**src/rtl/lsch_pkg.sv**
```systemverilog
// ----------------------------------------------------------------------------
// lottery scheduler package
// shared sizes, operation and status codes, controller command struct
// ----------------------------------------------------------------------------
package lsch_pkg;

  localparam int MaxTasks  = 16;
  localparam int IdxW      = $clog2(MaxTasks);
  localparam int CntW      = $clog2(MaxTasks + 1);
  localparam int IdW       = 22;
  localparam int TixW      = 16;
  localparam int TotW      = 20;
  localparam int RndW      = 32;
  localparam int DrawW     = 31;

  localparam logic [TotW-1:0] TotalMax = 20'hFFFFF;

  typedef enum logic [1:0] {
    OP_REGISTER   = 2'd0,
    OP_UNREGISTER = 2'd1,
    OP_TICK       = 2'd2,
    OP_NONE       = 2'd3
  } op_t;

  typedef enum logic [1:0] {
    ST_OK         = 2'd0,
    ST_FULL       = 2'd1,
    ST_NOT_FOUND  = 2'd2,
    ST_NO_TICKETS = 2'd3
  } status_t;

  // commands from controller to datapath
  typedef struct packed {
    logic load;        // capture request fields
    logic do_register; // append entry
    logic mod_init;    // start remainder unit
    logic mod_step;    // one remainder bit
    logic walk_init;   // start walk at newest entry
    logic walk_step;   // examine one entry
    logic shift_step;  // move one entry down after a removal
    logic finish;      // build result
  } cmd_t;

  // status back to controller
  typedef struct packed {
    logic    mod_done;
    logic    walk_done;
    logic    shift_done;
    logic    found;
    logic    reg_ok;
    logic    total_zero;
    op_t     op;
  } sts_t;

endpackage

```
**src/rtl/lsch_datapath.sv**
```systemverilog
// ----------------------------------------------------------------------------
// lottery scheduler datapath
// task table, running total, bit-serial remainder and entry walk
// ----------------------------------------------------------------------------
module lsch_datapath (
  input  logic                    clk,
  input  logic                    rst,
  input  lsch_pkg::cmd_t          cmd,
  output lsch_pkg::sts_t          sts,
  input  logic [1:0]              operation_in,
  input  logic [lsch_pkg::IdW-1:0]  task_id_in,
  input  logic [lsch_pkg::TixW-1:0] ticket_count_in,
  input  logic [lsch_pkg::RndW-1:0] random_value_in,
  output logic [1:0]              status,
  output logic                    winner_valid,
  output logic [lsch_pkg::IdW-1:0]  winner_id,
  output logic                    demoted_valid,
  output logic [lsch_pkg::IdW-1:0]  demoted_id,
  output logic [lsch_pkg::TotW-1:0] total_tickets
);
  import lsch_pkg::*;

  logic [IdW-1:0]  id_table     [MaxTasks];
  logic [TixW-1:0] ticket_table [MaxTasks];
  logic [CntW-1:0] entry_count;
  logic [TotW-1:0] ticket_total;
  logic [IdxW-1:0] running_index;
  logic            running_valid;

  op_t             op;
  logic [IdW-1:0]  tid;
  logic [TixW-1:0] tix;
  logic [DrawW-1:0] dividend;
  logic [TotW:0]   rem;
  logic [4:0]      mod_cnt;

  logic [CntW-1:0] k;       // walk position plus one
  logic [TotW:0]   acc;
  logic [IdxW-1:0] pick;
  logic            hit;     // entry matched, or register request taken
  logic            walk_done;
  logic [CntW-1:0] sh;      // shift position

  logic [IdxW-1:0] k_idx;
  logic [TotW:0]   rem_sh;
  logic [TotW:0]   acc_add;
  logic [TotW:0]   reg_sum;

  assign k_idx   = IdxW'(k - CntW'(1));
  assign rem_sh  = {rem[TotW-1:0], dividend[DrawW-1]};
  assign acc_add = acc + (TotW+1)'(ticket_table[k_idx]);
  assign reg_sum = {1'b0, ticket_total} + (TotW+1)'(tix);

  always_ff @(posedge clk) begin
    if (cmd.load) begin
      op  <= op_t'(operation_in);
      tid <= task_id_in;
      tix <= ticket_count_in;
      dividend <= random_value_in[DrawW-1:0];
    end
    // restoring remainder, one bit a step
    if (cmd.mod_init) begin
      rem <= '0;
      mod_cnt <= '0;
    end else if (cmd.mod_step) begin
      dividend <= {dividend[DrawW-2:0], 1'b0};
      mod_cnt  <= mod_cnt + 5'd1;
      if (rem_sh >= {1'b0, ticket_total}) rem <= rem_sh - {1'b0, ticket_total};
      else rem <= rem_sh;
    end
  end

  always_ff @(posedge clk) begin
    if (rst) begin
      entry_count   <= '0;
      ticket_total  <= '0;
      running_index <= '0;
      running_valid <= 1'b0;
      walk_done     <= 1'b0;
      hit           <= 1'b0;
      k             <= '0;
      sh            <= '0;
      status        <= ST_OK;
      winner_valid  <= 1'b0;
      winner_id     <= '0;
      demoted_valid <= 1'b0;
      demoted_id    <= '0;
      total_tickets <= '0;
      acc           <= '0;
      pick          <= '0;
    end else begin
      if (cmd.load) hit <= 1'b0;
      if (cmd.do_register) begin
        id_table[IdxW'(entry_count)]     <= tid;
        ticket_table[IdxW'(entry_count)] <= tix;
        entry_count  <= entry_count + CntW'(1);
        ticket_total <= reg_sum[TotW-1:0];
        hit          <= 1'b1;
      end
      if (cmd.walk_init) begin
        k         <= entry_count;
        acc       <= '0;
        hit       <= 1'b0;
        walk_done <= (entry_count == '0);
      end else if (cmd.walk_step && !walk_done) begin
        if (op == OP_TICK) begin
          acc  <= acc_add;
          pick <= k_idx;
          if (acc_add > rem) walk_done <= 1'b1;
        end else if (id_table[k_idx] == tid) begin
          hit       <= 1'b1;
          pick      <= k_idx;
          walk_done <= 1'b1;
          sh        <= {1'b0, k_idx};
          ticket_total <= ticket_total - TotW'(ticket_table[k_idx]);
        end
        if (k == CntW'(1)) walk_done <= 1'b1;
        k <= k - CntW'(1);
      end
      if (cmd.shift_step) begin
        if (sh + CntW'(1) < entry_count) begin
          id_table[IdxW'(sh)]     <= id_table[IdxW'(sh + CntW'(1))];
          ticket_table[IdxW'(sh)] <= ticket_table[IdxW'(sh + CntW'(1))];
          sh <= sh + CntW'(1);
        end else begin
          entry_count   <= entry_count - CntW'(1);
          running_valid <= 1'b0;
          running_index <= '0;
          sh            <= entry_count;
        end
      end
      if (cmd.finish) begin
        winner_valid  <= 1'b0;
        winner_id     <= '0;
        demoted_valid <= 1'b0;
        demoted_id    <= '0;
        status        <= ST_OK;
        case (op)
          OP_REGISTER:   if (!hit) status <= ST_FULL;
          OP_UNREGISTER: if (!hit) status <= ST_NOT_FOUND;
          OP_TICK: begin
            if (ticket_total == '0) begin
              status <= ST_NO_TICKETS;
            end else begin
              if (running_valid && CntW'(running_index) < entry_count) begin
                demoted_valid <= 1'b1;
                demoted_id    <= id_table[running_index];
              end
              running_index <= pick;
              running_valid <= 1'b1;
              winner_valid  <= 1'b1;
              winner_id     <= id_table[pick];
            end
          end
          default: ;
        endcase
        total_tickets <= ticket_total;
      end
    end
  end

  assign sts.mod_done   = (mod_cnt == 5'(DrawW));
  assign sts.walk_done  = walk_done;
  assign sts.shift_done = (sh == entry_count) || (sh + CntW'(1) >= entry_count);
  assign sts.found      = hit;
  assign sts.reg_ok     = (entry_count < CntW'(MaxTasks)) && (reg_sum <= {1'b0, TotalMax});
  assign sts.total_zero = (ticket_total == '0);
  assign sts.op         = op;

  a_count_range: assert property (@(posedge clk) disable iff (rst)
    entry_count <= CntW'(MaxTasks)) else $error("entry count beyond table");
  a_winner_running: assert property (@(posedge clk) disable iff (rst)
    cmd.finish && op == OP_TICK && ticket_total != '0 |=> running_valid && winner_valid)
    else $error("tick winner not made running");
  a_remainder_bound: assert property (@(posedge clk) disable iff (rst)
    sts.mod_done && !sts.total_zero |-> rem < {1'b0, ticket_total})
    else $error("remainder not below total");

endmodule

```
**src/rtl/lsch_ctrl.sv**
```systemverilog
// ----------------------------------------------------------------------------
// lottery scheduler controller
// sequences register, unregister and tick requests over the datapath
// ----------------------------------------------------------------------------
module lsch_ctrl (
  input  logic           clk,
  input  logic           rst,
  input  logic           start,
  output logic           busy,
  output logic           done,
  output lsch_pkg::cmd_t cmd,
  input  lsch_pkg::sts_t sts
);
  import lsch_pkg::*;

  typedef enum logic [6:0] {
    S_IDLE  = 7'b0000001,
    S_DEC   = 7'b0000010,
    S_MOD   = 7'b0000100,
    S_WALKI = 7'b0001000,
    S_WALK  = 7'b0010000,
    S_SHIFT = 7'b0100000,
    S_FIN   = 7'b1000000
  } state_t;

  state_t state, state_next;
  logic   done_next;

  always_ff @(posedge clk) begin
    if (rst) begin
      state <= S_IDLE;
      done  <= 1'b0;
    end else begin
      state <= state_next;
      done  <= done_next;
    end
  end

  always_comb begin
    state_next = state;
    cmd        = '0;
    done_next  = 1'b0;
    unique case (state)
      S_IDLE: begin
        if (start) begin
          cmd.load   = 1'b1;
          state_next = S_DEC;
        end
      end
      S_DEC: begin
        cmd.mod_init = 1'b1;
        case (sts.op)
          OP_REGISTER: begin
            cmd.do_register = sts.reg_ok;
            state_next = S_FIN;
          end
          OP_UNREGISTER: state_next = S_WALKI;
          OP_TICK:       state_next = sts.total_zero ? S_FIN : S_MOD;
          default:       state_next = S_FIN;
        endcase
      end
      S_MOD: begin
        if (sts.mod_done) state_next = S_WALKI;
        else cmd.mod_step = 1'b1;
      end
      S_WALKI: begin
        cmd.walk_init = 1'b1;
        state_next = S_WALK;
      end
      S_WALK: begin
        if (sts.walk_done) begin
          state_next = (sts.op == OP_UNREGISTER && sts.found) ? S_SHIFT : S_FIN;
        end else begin
          cmd.walk_step = 1'b1;
        end
      end
      S_SHIFT: begin
        cmd.shift_step = 1'b1;
        if (sts.shift_done) state_next = S_FIN;
      end
      S_FIN: begin
        cmd.finish = 1'b1;
        done_next  = 1'b1;
        state_next = S_IDLE;
      end
      default: state_next = S_IDLE;
    endcase
  end

  assign busy = (state != S_IDLE);

  a_onehot: assert property (@(posedge clk) disable iff (rst) $onehot(state))
    else $error("state not one-hot");
  a_done_after_fin: assert property (@(posedge clk) disable iff (rst)
    state == S_FIN |=> done && state == S_IDLE) else $error("missing done");
  a_single_cmd: assert property (@(posedge clk) disable iff (rst)
    $onehot0({cmd.do_register, cmd.mod_step, cmd.walk_step, cmd.shift_step, cmd.finish}))
    else $error("conflicting commands");

endmodule

```
**src/rtl/lottery_scheduler_unit.sv**
```systemverilog
// ----------------------------------------------------------------------------
// lottery scheduler unit
// table of up to sixteen tasks with ticket counts and a lottery draw per tick
// ----------------------------------------------------------------------------
// a request is taken when start is high and busy low; one result follows,
// shown for a single cycle with done high, and the receiver cannot stall it.
// a register request is decoded and then finished. an unregister request
// searches the table entry by entry (newest first); when the id is found,
// the entries above it are then moved down one place. a tick with no
// tickets is finished straight after decoding; otherwise the 31-bit draw
// is reduced modulo the ticket total by a bit-serial remainder unit, one
// bit per cycle, then the table is walked one entry per cycle. busy falls
// in the done cycle, so the next request can be taken there.
module lottery_scheduler_unit (
  input  logic                        clk,
  input  logic                        rst,
  input  logic                        start,
  output logic                        busy,
  output logic                        done,
  input  logic [1:0]                  operation,
  input  logic [lsch_pkg::IdW-1:0]    task_id,
  input  logic [lsch_pkg::TixW-1:0]   ticket_count,
  input  logic [lsch_pkg::RndW-1:0]   random_value,
  output logic [1:0]                  status,
  output logic                        winner_valid,
  output logic [lsch_pkg::IdW-1:0]    winner_id,
  output logic                        demoted_valid,
  output logic [lsch_pkg::IdW-1:0]    demoted_id,
  output logic [lsch_pkg::TotW-1:0]   total_tickets
);
  import lsch_pkg::*;

  cmd_t cmd;
  sts_t sts;

  // controller: request sequencing
  lsch_ctrl u_ctrl (
    .clk  (clk),
    .rst  (rst),
    .start(start),
    .busy (busy),
    .done (done),
    .cmd  (cmd),
    .sts  (sts)
  );

  // datapath: table, totals, remainder and walk
  lsch_datapath u_dp (
    .clk            (clk),
    .rst            (rst),
    .cmd            (cmd),
    .sts            (sts),
    .operation_in   (operation),
    .task_id_in     (task_id),
    .ticket_count_in(ticket_count),
    .random_value_in(random_value),
    .status         (status),
    .winner_valid   (winner_valid),
    .winner_id      (winner_id),
    .demoted_valid  (demoted_valid),
    .demoted_id     (demoted_id),
    .total_tickets  (total_tickets)
  );

endmodule

```
**config.mk**
```make
export PLATFORM = sky130hd
export DESIGN_NAME = lottery_scheduler_unit
export DESIGN_NICKNAME = d
export VERILOG_FILES = /design/src/rtl/lsch_pkg.sv /design/src/rtl/lsch_datapath.sv /design/src/rtl/lsch_ctrl.sv /design/src/rtl/lottery_scheduler_unit.sv
export SDC_FILE = /design/constraint.sdc
export NUM_CORES = 2
export LEC_CHECK = 0
export BUFFER_PORTS_ARGS = -buffer_cell sky130_fd_sc_hd__buf_2
export CORE_MARGIN = 4
export CORE_UTILIZATION = 45
export DETAILED_ROUTE_END_ITERATION = 8
export SLEW_MARGIN = 20
export SYNTH_ARGS = -nofsm -noshare
export SYNTH_HDL_FRONTEND = slang
export SYNTH_SLANG_ARGS = --single-unit
```
**constraint.sdc**
```tcl
create_clock -name clk -period 7 [get_ports clk]
set_input_delay 0 -clock clk [delete_from_list [all_inputs] [get_ports clk]]
set_output_delay 0 -clock clk [all_outputs]
set_load 0.05 [all_outputs]
```
Word-level counts from Yosys, hierarchy flattened
Memory sizes are Yosys's and may differ from the RTL's. A register that Yosys moved wholly into a read port is not among the register bits. Cells that the tools add are included.

Register bits after elaboration: 240. Bits in writable memories: 608. Input port bits: 75. Output and inout bits: 70. Memories kept: 2.

Add/subtract/negate cells: 9. $lt $le $gt $ge: 7. Equal/unequal tests: 21. Multiplexer cells: 92. Bitwise logic cells: 1. Reductions and logical operators: 22.

Memory list: u_dp.id_table (depth 16, bits a word 22, rd ports 4, clocked after memory_dff 2, wr ports 1, RTL line lsch_datapath.sv:23) `logic [IdW-1:0] id_table [MaxTasks];`; u_dp.ticket_table (depth 16, bits a word 16, rd ports 2, clocked after memory_dff 0, wr ports 1, RTL line lsch_datapath.sv:24) `logic [TixW-1:0] ticket_table [MaxTasks];`.

Operators with widths (count): 22-bit two-way mux (6); 20-bit two-way mux (5); 31-bit two-way mux (3); 5-bit two-way mux (11); 4-bit two-way mux (12); 7-bit two-way mux (6); 7-bit case mux with 6 select lines (1); 1-bit two-way mux (41); 22-bit == test (1); 22-bit OR reduction (1); 20-bit by 16-bit adder with 21-bit output (1); 21-bit by 16-bit adder with 21-bit output (1); 21-bit by 20-bit >= comparator with 1-bit output (1); 21-bit > comparator (1); 21-bit by 20-bit <= comparator with 1-bit output (second input constant) (1); 21-bit two-way mux (1); 21-bit by 20-bit subtractor with 21-bit output (1); 20-bit logical NOT (1); 20-bit by 16-bit subtractor with 20-bit output (1); 16-bit two-way mux (1); 16-bit OR reduction (1); 5-bit by 1-bit adder with 5-bit output (second input constant) (3); 7-bit case mux with 2 select lines (1); 2-bit inequality test (second input constant) (5); other kinds (34) (45).

Logic depth before layout (Yosys ltp)
Depth in word-level cells: 10. Gate-level depth with buffers: 32. Gate-level depth less buffers: 23.

By module
Synthesis repeated with hierarchy kept, for this count alone.

Cell total of the unflattened synthesis: 3964. Area, all modules: 54229.5 sq um.

Modules (own cells, without submodules): lsch_datapath (instances 1, cells an instance 3890, area each 53622.7 sq um, sequential area each 23382.4 sq um); lsch_ctrl (instances 1, cells an instance 74, area each 606.8 sq um, sequential area each 160.2 sq um).

Worst setup path after synthesis
OpenSTA, ideal clock, no wires.

Path type: reg2reg. From: register u_dp.k[0]. To: register u_dp.walk_done. Library setup time: 0.125 ns. Arrival: 7.519 ns. Setup slack: -0.644 ns. Stages on the path, launching flop included: 33. Path buffers: 9. Cells stage by stage: dfxtp_1 -> buf_6 -> buf_2 -> buf_2 -> buf_1 -> inv_1 -> ha_1 -> buf_2 -> buf_1 -> clkbuf_1 -> clkbuf_1 -> clkbuf_1 -> mux4_2 -> mux4_2 -> ha_1 -> fa_1 -> a21oi_1 -> o21ai_0 -> a21oi_1 -> inv_1 -> a21oi_1 -> xnor2_1 -> ha_1 -> a21o_1 -> a21o_1 -> a21o_1 -> a21o_1 -> a21o_1 -> a21o_1 -> a221oi_1 -> o211ai_1 -> nand3_1 -> a31oi_1.

Cells in the longest elaborated chain, start to end: 6. Elaborated cells on any way between the ends: 13. Classes of those cells: 2 x add/sub; 1 x order compare; 3 x eq/ne; 3 x mux; 2 x reduce/logical; 2 x memory.

Ends and longest elaborated chain: start, declared (RTL line lsch_datapath.sv:37) `logic [CntW-1:0] k;`; start signal, assigned (RTL line lsch_datapath.sv:101) `k <= entry_count;`; start signal, assigned (RTL line lsch_datapath.sv:118) `k <= k - CntW'(1);`; 5-bit by 1-bit subtractor with 5-bit output; via u_dp.k_idx[0] (RTL line lsch_datapath.sv:44) `logic [IdxW-1:0] k_idx;`; memory read 16 x 16 bit; 21-bit by 16-bit adder with 21-bit output (RTL line lsch_datapath.sv:51) `assign acc_add = acc + (TotW+1)'(ticket_table[k_idx]);`; via u_dp.acc_add[6] (RTL line lsch_datapath.sv:46) `logic [TotW:0] acc_add;`; 21-bit > comparator (RTL line lsch_datapath.sv:109) `if (acc_add > rem) walk_done <= 1'b1;`; 4-bit by 2-bit inequality test with 1-bit output (no source line); 3-bit AND reduction (no source line); end signal, assigned (RTL line lsch_datapath.sv:104) `walk_done <= (entry_count == '0);`; end, declared (RTL line lsch_datapath.sv:41) `logic walk_done;`.

The timed path passes the listed nets, and every way through them passes these cells. The select of a mux whose other input is x is not followed. A chain may end at the register's enable or synchronous reset.

Worst setup path after layout
Ends and elaborated chain as after synthesis.

==> metrics.txt <==
# TYPE chip_impl_metric gauge
chip_impl_info{name="run_status",value="complete, no violations"} 1
chip_impl_metric{name="synth-seq-cells",unit=""} 852
chip_impl_metric{name="synthesis.area",unit="µm²"} 46700
chip_impl_metric{name="slew_margin_rel",unit="%"} 32.9
chip_impl_metric{name="grt_pass1_vias",unit=""} 32500
chip_impl_metric{name="grt_use_total",unit="%"} 25.6
chip_impl_metric{name="synth-edff-count",unit=""} 648
chip_impl_metric{name="finalSetupTns",unit="ns"} 0
chip_impl_metric{name="stdcell_count",unit=""} 4959
chip_impl_info{name="dominantRegCellSynth",value="sky130_fd_sc_hd__edfxtp_1"} 1
chip_impl_metric{name="cts.sinks",unit=""} 852
chip_impl_info{name="start_kind",value="register"} 1
chip_impl_metric{name="synthesis.instances",unit=""} 3310
chip_impl_metric{name="synthDistinctLibCells",unit=""} 77
chip_impl_metric{name="power_switching_share",unit="%"} 25.0
chip_impl_metric{name="wirelength",unit="mm"} 141
chip_impl_metric{name="power_switching",unit="µW"} 3120
chip_impl_metric{name="drive_above_1_share",unit="%"} 27.9
chip_impl_info{name="unrepaired_setup_endpoints_after_global_routing",value="no"} 1
chip_impl_metric{name="fp.dieArea",unit="µm²"} 109000
chip_impl_metric{name="antenna_nets_post_route",unit=""} 0
chip_impl_metric{name="gpl.final_weighted_congestion",unit=""} 0.889
chip_impl_metric{name="maxCapViolCount",unit=""} 0
chip_impl_metric{name="synth_sequential_area_ratio",unit="%"} 50.4
chip_impl_metric{name="cell_internal_pwr",unit="µW"} 9360
chip_impl_metric{name="start_util",unit="%"} 45.6
chip_impl_info{name="path_cells",value="inv_1 > ha_4 > buf_4 > mux4_2 > mux4_2 > ha_1 > inv_1 > o21ai_0 > a21oi_1 > o21a_1 > o211ai_1 > a31o_2 > a21oi_1 > or2_2 > xnor2_1 > ha_1 > a21o_1 > a21o_1 > a21oi_1 > o211ai_1 > nand3_1 > a31oi_1"} 1
chip_impl_info{name="cts_tree",value="yes"} 1
chip_impl_metric{name="power_frac_comb",unit="%"} 12.8
chip_impl_metric{name="nets",unit=""} 3695
chip_impl_metric{name="flow.area_growth_from_synthesis",unit="%"} 14.9
chip_impl_metric{name="peakVddDrop",unit="mV"} 0.223
chip_impl_metric{name="boundaryPins",unit=""} 145
chip_impl_info{name="hold_path_class",value="in -> reg"} 1
chip_impl_metric{name="placement.cell_area",unit="µm²"} 49400
chip_impl_metric{name="cts.clk_slew.worst_paths",unit="ns"} 0.06
chip_impl_metric{name="drt-initial-drc-count",unit=""} 3769
chip_impl_metric{name="detailedRoute.firstPassIterationCount",unit=""} 5
chip_impl_metric{name="cp_data_required_time",unit="ns"} 7.54
chip_impl_metric{name="avgViaCountPerCell",unit=""} 6.56
chip_impl_metric{name="die-width",unit="µm"} 330
chip_impl_info{name="crit_path_top_delay_cell",value="sky130_fd_sc_hd__ha_4"} 1
chip_impl_metric{name="stdcell_area",unit="µm²"} 53600
chip_impl_metric{name="cts_htree_levels",unit=""} 3
chip_impl_metric{name="multi_input_area",unit="µm²"} 22100
chip_impl_metric{name="timing.fmax",unit="GHz"} 0.165
chip_impl_info{name="crit_path_frequent_cell",value="sky130_fd_sc_hd__a21oi_1"} 1
chip_impl_metric{name="cts_made_buffers",unit=""} 94
chip_impl_metric{name="placed_cells",unit=""} 4681
chip_impl_metric{name="drt_drc_violations_left",unit=""} 0
chip_impl_metric{name="average_routed_wire_per_standard_cell",unit="µm"} 28.3
chip_impl_metric{name="power_frac_clock",unit="%"} 40.7
chip_impl_metric{name="syn-num-nets",unit=""} 3494
chip_impl_metric{name="skew",unit="ns"} 0.0348
chip_impl_metric{name="final-setup-viol-count",unit=""} 0
chip_impl_metric{name="postSynthAreaPerCell",unit="µm²"} 14.1
chip_impl_metric{name="floorplan.die.height",unit="µm"} 330
chip_impl_metric{name="design_power_total",unit="µW"} 12500
chip_impl_metric{name="grt_max_degree",unit=""} 96
chip_impl_info{name="kind_of_critical_path",value="reg -> reg"} 1
chip_impl_metric{name="dpl.hpwl",unit="mm"} 82.2
chip_impl_metric{name="power.leakage",unit="µW"} 0.0180
chip_impl_metric{name="timing.final.crit_period",unit="ns"} 6.05
chip_impl_metric{name="row_count",unit=""} 117
chip_impl_metric{name="power.density",unit="nW/µm²"} 233
chip_impl_metric{name="finalCritPeriodShare",unit="%"} 86.4
chip_impl_metric{name="area.sequential",unit="µm²"} 23600
chip_impl_info{name="cts_root_buffer",value="sky130_fd_sc_hd__clkbuf_16"} 1
chip_impl_metric{name="antenna_found_initial",unit=""} 2
chip_impl_metric{name="seq_power_share",unit="%"} 46.4
chip_impl_metric{name="route.vias.total",unit=""} 32500
chip_impl_metric{name="congestion_overflow_gr",unit=""} 0
chip_impl_metric{name="worstSkewPairLatency",unit="ns"} 0.67
chip_impl_metric{name="synth_async_sr_flop_share",unit="%"} 0
chip_impl_metric{name="core_region_area",unit="µm²"} 102000
chip_impl_metric{name="slew_viol_final",unit=""} 0
chip_impl_metric{name="cp_data_arrival_time",unit="ns"} 6.59
chip_impl_metric{name="critical_path.max_fanout",unit=""} 27
chip_impl_metric{name="portBuffers",unit=""} 143
chip_impl_info{name="end_kind",value="register"} 1
chip_impl_metric{name="timing.critical_path.slowest_cell_delay",unit="ns"} 0.58
chip_impl_metric{name="worst-slew-pin-transition",unit="ns"} 1.00
chip_impl_metric{name="global_route_wire_length_before_repair",unit="mm"} 209
chip_impl_metric{name="clock_tree.buffer_depth",unit=""} 3
chip_impl_metric{name="num-fill-cells",unit=""} 8323
chip_impl_metric{name="ys.warnings.count",unit=""} 0
chip_impl_metric{name="post-cts-setup-buffers",unit=""} 0
chip_impl_metric{name="timing.final.hold_violations",unit=""} 0
-- worst max-delay path: cells and delay by family (launching register included) --
kind,cells,cell delay (ns)
compound gates,11,2.01
mux,2,0.92
buf+inv,3,0.69
simple gates,2,0.46
flops,1,0.47
xor+xnor,1,0.14
fa+ha+maj,3,1.21
-- cells in the final DEF, fill, tap and decap left out, drive strengths merged, types with 52 or more instances in the layout --
cell type / n
edfxtp: 648
mux4: 555
nand2: 437
buf: 236
dfxtp: 204
nor2: 187
a21oi: 134
clkbuf: 132
o21ai: 127
ha: 105
dlygate4sd3: 102
inv: 89
nand3: 71
xor2: 52
-- stage by stage --
step	setup WS, ns	hold slack, ns	util (%)
global route	0.628	0.0200	52.4
detailed placement	0.982	0.178	48.3
CTS	0.952	0.000968	52.4
global placement	1.03	0.176	48.3
floorplan	0.0757	0.0989	-
finish	0.952	0.0389	52.4
-- power by group through the flow --
stage	sequential [µW]	combinational, µW	clock [µW]
floorplan	5840	1080	0
global placement	5890	1420	0
detailed placement	5890	1460	0
CTS	5790	1580	5170
global route	5800	1780	5370
finish	5790	1600	5080
-- what timing repair did --
action                                 4_1_cts  5_1_grt
endpoints found under the hold margin      123        0
hold buffers                               102        0
gates resized for setup                      0        0
-- layout make-up --
type | count | share of cell area (%)
tap | 1368 | 3.19
inverter | 90 | 0.632
clock inverter | 43 | 0.824
antenna | 1 | 0.00467
clock buffer | 132 | 5.13
multi-input combinational | 2135 | 41.3
timing repair buffer | 338 | 5.01
sequential | 852 | 43.9
-- worst paths after layout --
path / end / slack [ns] / startpoint / cells after the start
setup / recovery: u_dp.walk_done$_SDFFE_PP0P_ / 0.95 / u_dp.k[0]$_SDFFE_PP0P_ / 22
hold reg to reg: u_dp.total_tickets[18]$_SDFFE_PP0P_ / 0.45 / u_dp.total_tickets[18]$_SDFFE_PP0P_ / 2
setup reg to reg: u_dp.walk_done$_SDFFE_PP0P_ / 0.95 / u_dp.k[0]$_SDFFE_PP0P_ / 22
hold / removal: u_dp.tix[9]$_DFFE_PP_ / 0.04 / ticket_count[9] / 2
-- sequential cells by signal, indices dropped and copies added, names as in the netlist, 2 cells and up, named ones only --
signal	flops
u_dp.total_tickets	20
u_dp.acc	21
u_dp.dividend	31
u_dp.sh	5
u_dp.mod_cnt	5
u_dp.entry_count	5
u_dp.running_index	4
u_dp.ticket_table	256
u_dp.tid	22
u_dp.ticket_total	20
u_dp.winner_id	22
u_dp.status	2
u_dp.id_table	352
u_dp.op	2
u_dp.tix	16
u_dp.rem	21
u_ctrl.state	7
u_dp.demoted_id	22
u_dp.k	5
u_dp.pick	4
-- layer usage --
metal / global-route usage [%] / share of wire (%) / vias up
met5: 0 / 0 / -
met4: 8.15 / 3.3 / 0
met3: 6.23 / 11 / 313
met2: 40.9 / 47 / 2056
met1: 35.0 / 39 / 16600
li1: - / - / 13600
-- synthesized netlist by cell type (4+ instances only) --
library cell | instances | area (µm²)
sky130_fd_sc_hd__o211ai_1 | 8 | 60.1
sky130_fd_sc_hd__mux2i_1 | 32 | 320
sky130_fd_sc_hd__o22ai_1 | 4 | 25.0
sky130_fd_sc_hd__a21o_1 | 35 | 263
sky130_fd_sc_hd__a31oi_1 | 46 | 288
sky130_fd_sc_hd__clkbuf_1 | 165 | 619
sky130_fd_sc_hd__nor2_1 | 186 | 698
sky130_fd_sc_hd__nand2_1 | 437 | 1640
sky130_fd_sc_hd__nand2b_1 | 14 | 87.6
sky130_fd_sc_hd__a31o_2 | 4 | 35.0
sky130_fd_sc_hd__a21oi_1 | 134 | 671
sky130_fd_sc_hd__or3_1 | 8 | 50.1
sky130_fd_sc_hd__nand3_1 | 70 | 350
sky130_fd_sc_hd__edfxtp_1 | 648 | 19500
sky130_fd_sc_hd__buf_2 | 15 | 75.1
sky130_fd_sc_hd__o21bai_1 | 5 | 37.5
sky130_fd_sc_hd__xor2_1 | 52 | 455
sky130_fd_sc_hd__nor2b_1 | 19 | 119
sky130_fd_sc_hd__mux4_2 | 555 | 12500
sky130_fd_sc_hd__nor4_1 | 14 | 87.6
sky130_fd_sc_hd__fa_1 | 4 | 80.1
sky130_fd_sc_hd__nand3b_1 | 7 | 52.6
sky130_fd_sc_hd__and3_1 | 12 | 75.1
sky130_fd_sc_hd__ha_1 | 105 | 1310
sky130_fd_sc_hd__buf_4 | 4 | 30.0
sky130_fd_sc_hd__o21a_1 | 15 | 113
sky130_fd_sc_hd__a211oi_1 | 31 | 233
sky130_fd_sc_hd__nor4_2 | 5 | 62.6
sky130_fd_sc_hd__or2_2 | 6 | 37.5
sky130_fd_sc_hd__nand4_1 | 10 | 62.6
sky130_fd_sc_hd__nor3_1 | 30 | 150
sky130_fd_sc_hd__o31ai_1 | 10 | 75.1
sky130_fd_sc_hd__buf_1 | 47 | 176
sky130_fd_sc_hd__xnor2_1 | 48 | 420
sky130_fd_sc_hd__dfxtp_1 | 204 | 4080
sky130_fd_sc_hd__o21ai_0 | 120 | 601
sky130_fd_sc_hd__inv_1 | 89 | 334
sky130_fd_sc_hd__a22oi_1 | 46 | 345
sky130_fd_sc_hd__o21ai_1 | 6 | 30.0
-- cell families after synthesis --
kind of cell	Yosys count	share of synthesized area, %
AO/OA/AOI/OAI	496	6.58
flip-flops	852	50.4
adder cells (fa/ha/maj)	109	2.99
XOR/XNOR	101	1.91
buffers and inverters	323	2.70
multiplexers	593	27.6
AND/OR/NAND/NOR	836	7.79
(Power assumes the default switching activity.)
